$ cat src/hdl/ir8lfp_pkg.sv
`default_nettype none

package ir8lfp_pkg;

    localparam int CHANNELS  = 8;
    localparam int FRAME_LEN = 3 + 5 * CHANNELS;

    localparam logic [7:0] CH_DOLLAR = 8'h24;  // '$'
    localparam logic [7:0] CH_HASH   = 8'h23;  // '#'
    localparam logic [7:0] CH_D      = 8'h44;  // 'D'
    localparam logic [7:0] CH_COMMA  = 8'h2C;  // ','
    localparam logic [7:0] CH_X      = 8'h78;  // 'x'
    localparam logic [7:0] CH_COLON  = 8'h3A;  // ':'
    localparam logic [7:0] CH_ZERO   = 8'h30;  // '0'
    localparam logic [7:0] CH_ONE    = 8'h31;  // '1'

    localparam logic [7:0] SENSOR_RESET = 8'hFF;

    // position inside one "x<n>:<b><sep>" channel field
    localparam int PH_W = 3;
    localparam logic [PH_W-1:0] PH_X     = 3'd0;
    localparam logic [PH_W-1:0] PH_DIGIT = 3'd1;
    localparam logic [PH_W-1:0] PH_COLON = 3'd2;
    localparam logic [PH_W-1:0] PH_BIT   = 3'd3;
    localparam logic [PH_W-1:0] PH_SEP   = 3'd4;

    localparam int CH_W = $clog2(CHANNELS);

    typedef struct packed {
        logic match;
        logic bit_en;
        logic bit_val;
    } chk_t;

    typedef struct packed {
        logic [31:0] error_frames;
        logic [31:0] bytes_seen;
        logic [31:0] good_frames;
        logic        frame_bad;
        logic        frame_ok;
        logic [7:0]  sensor_bits;
    } result_t;

endpackage

`default_nettype wire

$ cat src/hdl/ir8_line_frame_parser_unit.sv
// Path: an accepted byte is held in the input register, then its result beat is registered onto m_tdata.
// Throughput: one byte per cycle; the input register and the result register
// both advance together, so back-to-back beats flow when m_tready stays high.
// Reset (aresetn low, synchronous): counters and frame state clear, the latched sensor_bits
// return to 0xFF, both channel valids drop; the m_tdata register itself is not reset.
`default_nettype none

module ir8_line_frame_parser_unit
    import ir8lfp_pkg::*;
#(
    parameter int MAX_FRAME_BYTES = 64
) (
    input  wire logic         aclk,
    input  wire logic         aresetn,
    input  wire logic         s_tvalid,
    output logic              s_tready,
    input  wire logic [7:0]   s_tdata,   // [7:0] rx_byte
    output logic              m_tvalid,
    input  wire logic         m_tready,
    // [7:0] sensor_bits, [8] frame_ok, [9] frame_bad, [41:10] good_frames,
    // [73:42] bytes_seen, [105:74] error_frames, [111:106] zero
    output logic [111:0]      m_tdata
);

    logic       in_valid_reg;
    logic [7:0] in_byte_reg;
    logic       out_valid_reg;
    result_t    out_data_reg;
    result_t    result;
    logic       fire;

    assign fire     = in_valid_reg && (!out_valid_reg || m_tready);
    assign s_tready = !in_valid_reg || fire;

    ir8lfp_parser #(
        .MAX_FRAME_BYTES (MAX_FRAME_BYTES)
    ) u_parser (
        .aclk    (aclk),
        .aresetn (aresetn),
        .advance (fire),
        .rx_byte (in_byte_reg),
        .result  (result)
    );

    always_ff @(posedge aclk) begin
        if (!aresetn) begin
            in_valid_reg  <= 1'b0;
            out_valid_reg <= 1'b0;
        end else begin
            if (s_tready) begin
                in_valid_reg <= s_tvalid;
            end
            if (fire) begin
                out_valid_reg <= 1'b1;
            end else if (m_tready) begin
                out_valid_reg <= 1'b0;
            end
        end
    end

    always_ff @(posedge aclk) begin
        if (s_tready && s_tvalid) begin
            in_byte_reg <= s_tdata;
        end
        if (fire) begin
            out_data_reg <= result;
        end
    end

    assign m_tvalid = out_valid_reg;
    assign m_tdata  = {6'd0, out_data_reg};

endmodule

`default_nettype wire

$ cat src/hdl/ir8lfp_check.sv
`default_nettype none

module ir8lfp_check
    import ir8lfp_pkg::*;
#(
    parameter int POS_W = 7
) (
    input  wire logic [POS_W-1:0] pos,
    input  wire logic [PH_W-1:0]  phase,
    input  wire logic [CH_W-1:0]  chan,
    input  wire logic [7:0]       rx_byte,
    output chk_t                  chk
);

    logic [7:0] digit;

    assign digit = CH_ONE + 8'(chan);

    always_comb begin
        chk = '0;
        if (pos == POS_W'(1)) begin
            chk.match = (rx_byte == CH_D);
        end else if (pos == POS_W'(2)) begin
            chk.match = (rx_byte == CH_COMMA);
        end else if (pos >= POS_W'(FRAME_LEN)) begin
            chk.match = 1'b0;
        end else begin
            case (phase)
                PH_X:     chk.match = (rx_byte == CH_X);
                PH_DIGIT: chk.match = (rx_byte == digit);
                PH_COLON: chk.match = (rx_byte == CH_COLON);
                PH_BIT: begin
                    chk.match   = (rx_byte == CH_ZERO) || (rx_byte == CH_ONE);
                    chk.bit_en  = chk.match;
                    chk.bit_val = rx_byte[0];
                end
                PH_SEP: begin
                    if (chan == CH_W'(CHANNELS - 1)) begin
                        chk.match = (rx_byte == CH_HASH);
                    end else begin
                        chk.match = (rx_byte == CH_COMMA);
                    end
                end
                default:  chk.match = 1'b0;
            endcase
        end
    end

endmodule

`default_nettype wire

$ cat src/hdl/ir8lfp_parser.sv
`default_nettype none

module ir8lfp_parser
    import ir8lfp_pkg::*;
#(
    parameter int MAX_FRAME_BYTES = 64
) (
    input  wire logic       aclk,
    input  wire logic       aresetn,
    input  wire logic       advance,
    input  wire logic [7:0] rx_byte,
    output result_t         result
);

    localparam int POS_W = $clog2(MAX_FRAME_BYTES + 1);

    logic              in_frame_reg,  in_frame_next;
    logic [POS_W-1:0]  pos_reg,       pos_next;
    logic [PH_W-1:0]   phase_reg,     phase_next;
    logic [CH_W-1:0]   chan_reg,      chan_next;
    logic              valid_reg,     valid_next;
    logic [7:0]        partial_reg,   partial_next;
    logic [7:0]        latched_reg,   latched_next;
    logic [31:0]       ok_cnt_reg,    ok_cnt_next;
    logic [31:0]       byte_cnt_reg,  byte_cnt_next;
    logic [31:0]       err_cnt_reg,   err_cnt_next;
    logic              ok_flag, bad_flag;
    chk_t              chk;

    ir8lfp_check #(
        .POS_W (POS_W)
    ) u_check (
        .pos     (pos_reg),
        .phase   (phase_reg),
        .chan    (chan_reg),
        .rx_byte (rx_byte),
        .chk     (chk)
    );

    always_comb begin
        in_frame_next = in_frame_reg;
        pos_next      = pos_reg;
        phase_next    = phase_reg;
        chan_next     = chan_reg;
        valid_next    = valid_reg;
        partial_next  = partial_reg;
        latched_next  = latched_reg;
        ok_cnt_next   = ok_cnt_reg;
        byte_cnt_next = byte_cnt_reg + 32'd1;
        err_cnt_next  = err_cnt_reg;
        ok_flag       = 1'b0;
        bad_flag      = 1'b0;

        if (rx_byte == CH_DOLLAR) begin
            in_frame_next = 1'b1;
            pos_next      = POS_W'(1);
            phase_next    = PH_X;
            chan_next     = '0;
            valid_next    = 1'b1;
            partial_next  = '0;
        end else if (in_frame_reg) begin
            if (pos_reg >= POS_W'(MAX_FRAME_BYTES)) begin
                // overlong: byte is not examined
                in_frame_next = 1'b0;
                pos_next      = '0;
                err_cnt_next  = err_cnt_reg + 32'd1;
                bad_flag      = 1'b1;
            end else begin
                pos_next   = pos_reg + POS_W'(1);
                valid_next = valid_reg & chk.match;
                if (chk.bit_en) begin
                    partial_next = {partial_reg[6:0], chk.bit_val};
                end
                if (pos_reg >= POS_W'(3) && pos_reg < POS_W'(FRAME_LEN)) begin
                    if (phase_reg == PH_SEP) begin
                        phase_next = PH_X;
                        chan_next  = chan_reg + CH_W'(1);
                    end else begin
                        phase_next = phase_reg + PH_W'(1);
                    end
                end
                if (rx_byte == CH_HASH) begin
                    in_frame_next = 1'b0;
                    pos_next      = '0;
                    if (valid_next && pos_reg == POS_W'(FRAME_LEN - 1)) begin
                        latched_next = partial_next;
                        ok_cnt_next  = ok_cnt_reg + 32'd1;
                        ok_flag      = 1'b1;
                    end else begin
                        err_cnt_next = err_cnt_reg + 32'd1;
                        bad_flag     = 1'b1;
                    end
                end
            end
        end
    end

    always_comb begin
        result.sensor_bits  = latched_next;
        result.frame_ok     = ok_flag;
        result.frame_bad    = bad_flag;
        result.good_frames  = ok_cnt_next;
        result.bytes_seen   = byte_cnt_next;
        result.error_frames = err_cnt_next;
    end

    always_ff @(posedge aclk) begin
        if (!aresetn) begin
            in_frame_reg <= 1'b0;
            pos_reg      <= '0;
            phase_reg    <= PH_X;
            chan_reg     <= '0;
            valid_reg    <= 1'b1;
            partial_reg  <= '0;
            latched_reg  <= SENSOR_RESET;
            ok_cnt_reg   <= '0;
            byte_cnt_reg <= '0;
            err_cnt_reg  <= '0;
        end else if (advance) begin
            in_frame_reg <= in_frame_next;
            pos_reg      <= pos_next;
            phase_reg    <= phase_next;
            chan_reg     <= chan_next;
            valid_reg    <= valid_next;
            partial_reg  <= partial_next;
            latched_reg  <= latched_next;
            ok_cnt_reg   <= ok_cnt_next;
            byte_cnt_reg <= byte_cnt_next;
            err_cnt_reg  <= err_cnt_next;
        end
    end

endmodule

`default_nettype wire
$ cat config.mk
export PLATFORM = sky130hd
export DESIGN_NAME = ir8_line_frame_parser_unit
export DESIGN_NICKNAME = d
export VERILOG_FILES = /design/src/hdl/ir8lfp_pkg.sv /design/src/hdl/ir8_line_frame_parser_unit.sv /design/src/hdl/ir8lfp_check.sv /design/src/hdl/ir8lfp_parser.sv
export SDC_FILE = /design/constraint.sdc
export NUM_CORES = 1
export LEC_CHECK = 0
export BUFFER_PORTS_ARGS = -buffer_cell sky130_fd_sc_hd__buf_2
export CAP_MARGIN = 20
export CORE_MARGIN = 2
export CORE_UTILIZATION = 60
export CTS_BUF_LIST = sky130_fd_sc_hd__clkbuf_8
export DETAILED_ROUTE_END_ITERATION = 12
export PLACE_DENSITY = 0.81
export SLEW_MARGIN = 20
export SYNTH_ARGS = -nofsm -noshare
export SYNTH_HDL_FRONTEND = slang
export SYNTH_SLANG_ARGS = --single-unit
$ cat constraint.sdc
create_clock -name aclk -period 12.4 [get_ports aclk]
set_input_delay 2.48 -clock aclk [delete_from_list [all_inputs] [get_ports aclk]]
set_output_delay 2.48 -clock aclk [all_outputs]
set_load 0.01 [all_outputs]
==> metrics.yaml <==
row_count: 51
synth_seq_cells: 243
post_cts_buffers: 0
largest_reg_flops: 106
hold_class: "reg -> reg"
yosysSeqAreaShare_pct: 51.3
drt_wl_total_um: 24000
dieArea_mm2: 0.0206
grtUsageTotal_pct: 23.4
regArea_mm2: 0.00601
async_flop_share_pct: 0
drt-pass1-iter-count: 5
placed_area_mm2: 0.0124
overflow: 0
cp-end-kind: "primary output"
wl_per_cell_um: 15.1
portBuffers: 119
synth_edf_count: 114
holdWs_ps: 480
fin_ws_ps: 6930
worst-path-max-fanout: 4
gp_congestion: 0.839
finalMaxSlewViolations: 0
synth_flop_cell: "dfxtp_1"
path_buf_inv: 2
arrival_ps: 2990
start_kind: "input pin"
fin_crit_sh_pct: 44.1
nets: 1317
antenna_found_initial: 0
power.share.clock_pct: 40.4
setup-tns-final_ps: 0
final_common_cell: "dfxtp_1"
n_antenna_cell: 0
crit_path_max_incr_delay_ps: 180
clk_pin_slew_worst_paths_ps: 50
p_sw_uw: 354
cts_sinks: 243
relSlewSlack_pct: 37.0
power_frac_seq_pct: 56.1
numCtsBuffers: 40
path_common_cell: "buf_2"
p_leak_nw: 4.88
multi_input_area_mm2: 0.00531
ys_types: 70
drt-initial-drc-count: 622
ctsHoldBuffers: 0
avgSynthCellArea_um2: 9.91
finalHoldViolCount: 0
rsz0062_at_grt: "no"
post_cts_resized: 0
outcome: "finished, final reports clean"
met3_length_um: 1350
cts_tree: "yes"
p_int_mw: 1.19
clkLatencyLatePin_ps: 550
wl_met1_um: 10600
pin_count: 126
ant_nets: 0
setup_viol: 0
synth_top_area_share_pct: 29.2
crit_chain: "buf_2, nor2b_1, nand2_1, buf_2"
place_ws_ps: 6920
path_delay_family: "simple AND/OR/NAND/NOR gates"
setup.worst_path.class: "in -> out"
yosysTopAreaCell: "edfxtp_1"
die_y_um: 144
start_util_pct: 60.7
sw_frac_of_total_pct: 23.0
num_vias: 8988
fill_cells: 1548
syn_area_mm2: 0.0117
critPathSlowestCell: "nor2b_1"
core_area_mm2: 0.0193
fmax_mhz: 183
route.detailed.drc: 0
dp_hpwl_um: 15700
total_power_mw: 1.54
die_w_um: 144
power_frac_comb_pct: 3.5
ir_drop_uv: 78.6
synth_warnings: 0
ys_top_cells_by_area: "edfxtp_1 29%, dfxtp_1 22%, xor2_1 4.8%"
pwr_density_cell_mw_per_mm2: 117
htree_levels: 2
dr_wl_met2_um: 11400
cts_buffer_depth: 3
grt_pass1_vias: 8184
area_growth_pct: 12.3
routed.top_layer: "met4"
grt_pass1_wl_um: 39100
drv_cap: 0
final_cell_mix: "129 x dfxtp_1, 120 x buf_2, 119 x nor2_1"
worst_slew_pin_slew_ps: 945
synth_cells: 1181
vias_per_cell: 5.66
required_ps: 9920
grt_max_degree: 76
clockRootBuffer: "clkbuf_8"
clock_skew_ps: 31.5
post-route-min-period_ps: 5470
drive_above_1_share_pct: 16.1
fin_area_mm2: 0.0131
power groups by stage:
| stage | registers, mW | clock network [mW] | logic (mW) |
|---|---|---|---|
| 2_1_floorplan | 0.890 | 0 | 0.0235 |
| 3_3_place_gp | 0.881 | 0 | 0.0534 |
| 3_5_place_dp | 0.881 | 0 | 0.0546 |
| 4_1_cts | 0.864 | 0.641 | 0.0546 |
| 5_1_grt | 0.866 | 0.678 | 0.0591 |
| 6_report | 0.865 | 0.624 | 0.0539 |
synthesized netlist by cell type (3+ instances only):
cell type and n:
a21o_1 5, a21oi_1 63, a221oi_1 3, a22oi_1 12
and2_1 15, and3_1 16, and4_1 11, buf_2 12
buf_4 6, clkbuf_1 46, dfxtp_1 129, edfxtp_1 114
ha_1 14, inv_1 22, mux2_2 8, mux2i_1 23
nand2_1 116, nand2b_1 17, nand3_1 51, nand3b_1 5
nand4_1 35, nor2_1 119, nor3_1 17, nor4_1 9
nor4b_1 3, o21a_1 10, o21ai_0 41, o31ai_1 25
or2_2 4, or3_1 31, or4_1 27, xnor2_1 60
xor2_1 64
area by class of cell:
type	instances	share of cell area, %
sequential	243	45.7
inverter	25	0.733
tap	265	2.52
clock inverter	32	1.05
timing repair buffer	132	5.25
multi-input combinational	849	40.4
clock buffer	42	4.40
cells by family after synthesis:
family	after synthesis	synth area share, %
buffers and inverters	94	3.53
AND/OR/NAND/NOR	500	22.6
other	1	0.0320
AO/OA/AOI/OAI	174	9.02
adder cells (fa/ha/maj)	14	1.50
flip-flops	243	51.3
multiplexers	31	2.74
XOR/XNOR	124	9.28
path summary, 6_finish.rpt:
check / end / depth (start not counted) / start / slack [ps]
setup / recovery: s_tready / 4 / m_tready / 6930
hold reg to reg: u_parser.latched_reg[0] / 2 / u_parser.latched_reg[0] / 480
hold / removal: u_parser.latched_reg[0] / 2 / u_parser.latched_reg[0] / 480
setup reg to reg: u_parser.ok_cnt_reg[26] / 10 / u_parser.phase_reg[0] / 9010
through the flow:
step                      utilization (%)  instances
final                                68.2       1588
after global routing                 68.2       1588
after CTS                            68.2       1588
after detailed placement             64.5       1514
after global placement               64.5       1513
after floorplan                         -       1186
per-layer routing:
metal,track usage [%],up-vias
met2,38.3,237
met5,0,-
met3,4.53,47
met1,30.7,4252
met4,9.18,0
li1,-,4452
worst min-delay path, stage by stage (launching register included):
cell and delay [ps]:
dfxtp_1 320, mux2i_1 70, nand2_1 60
(Power assumes the default switching activity.)
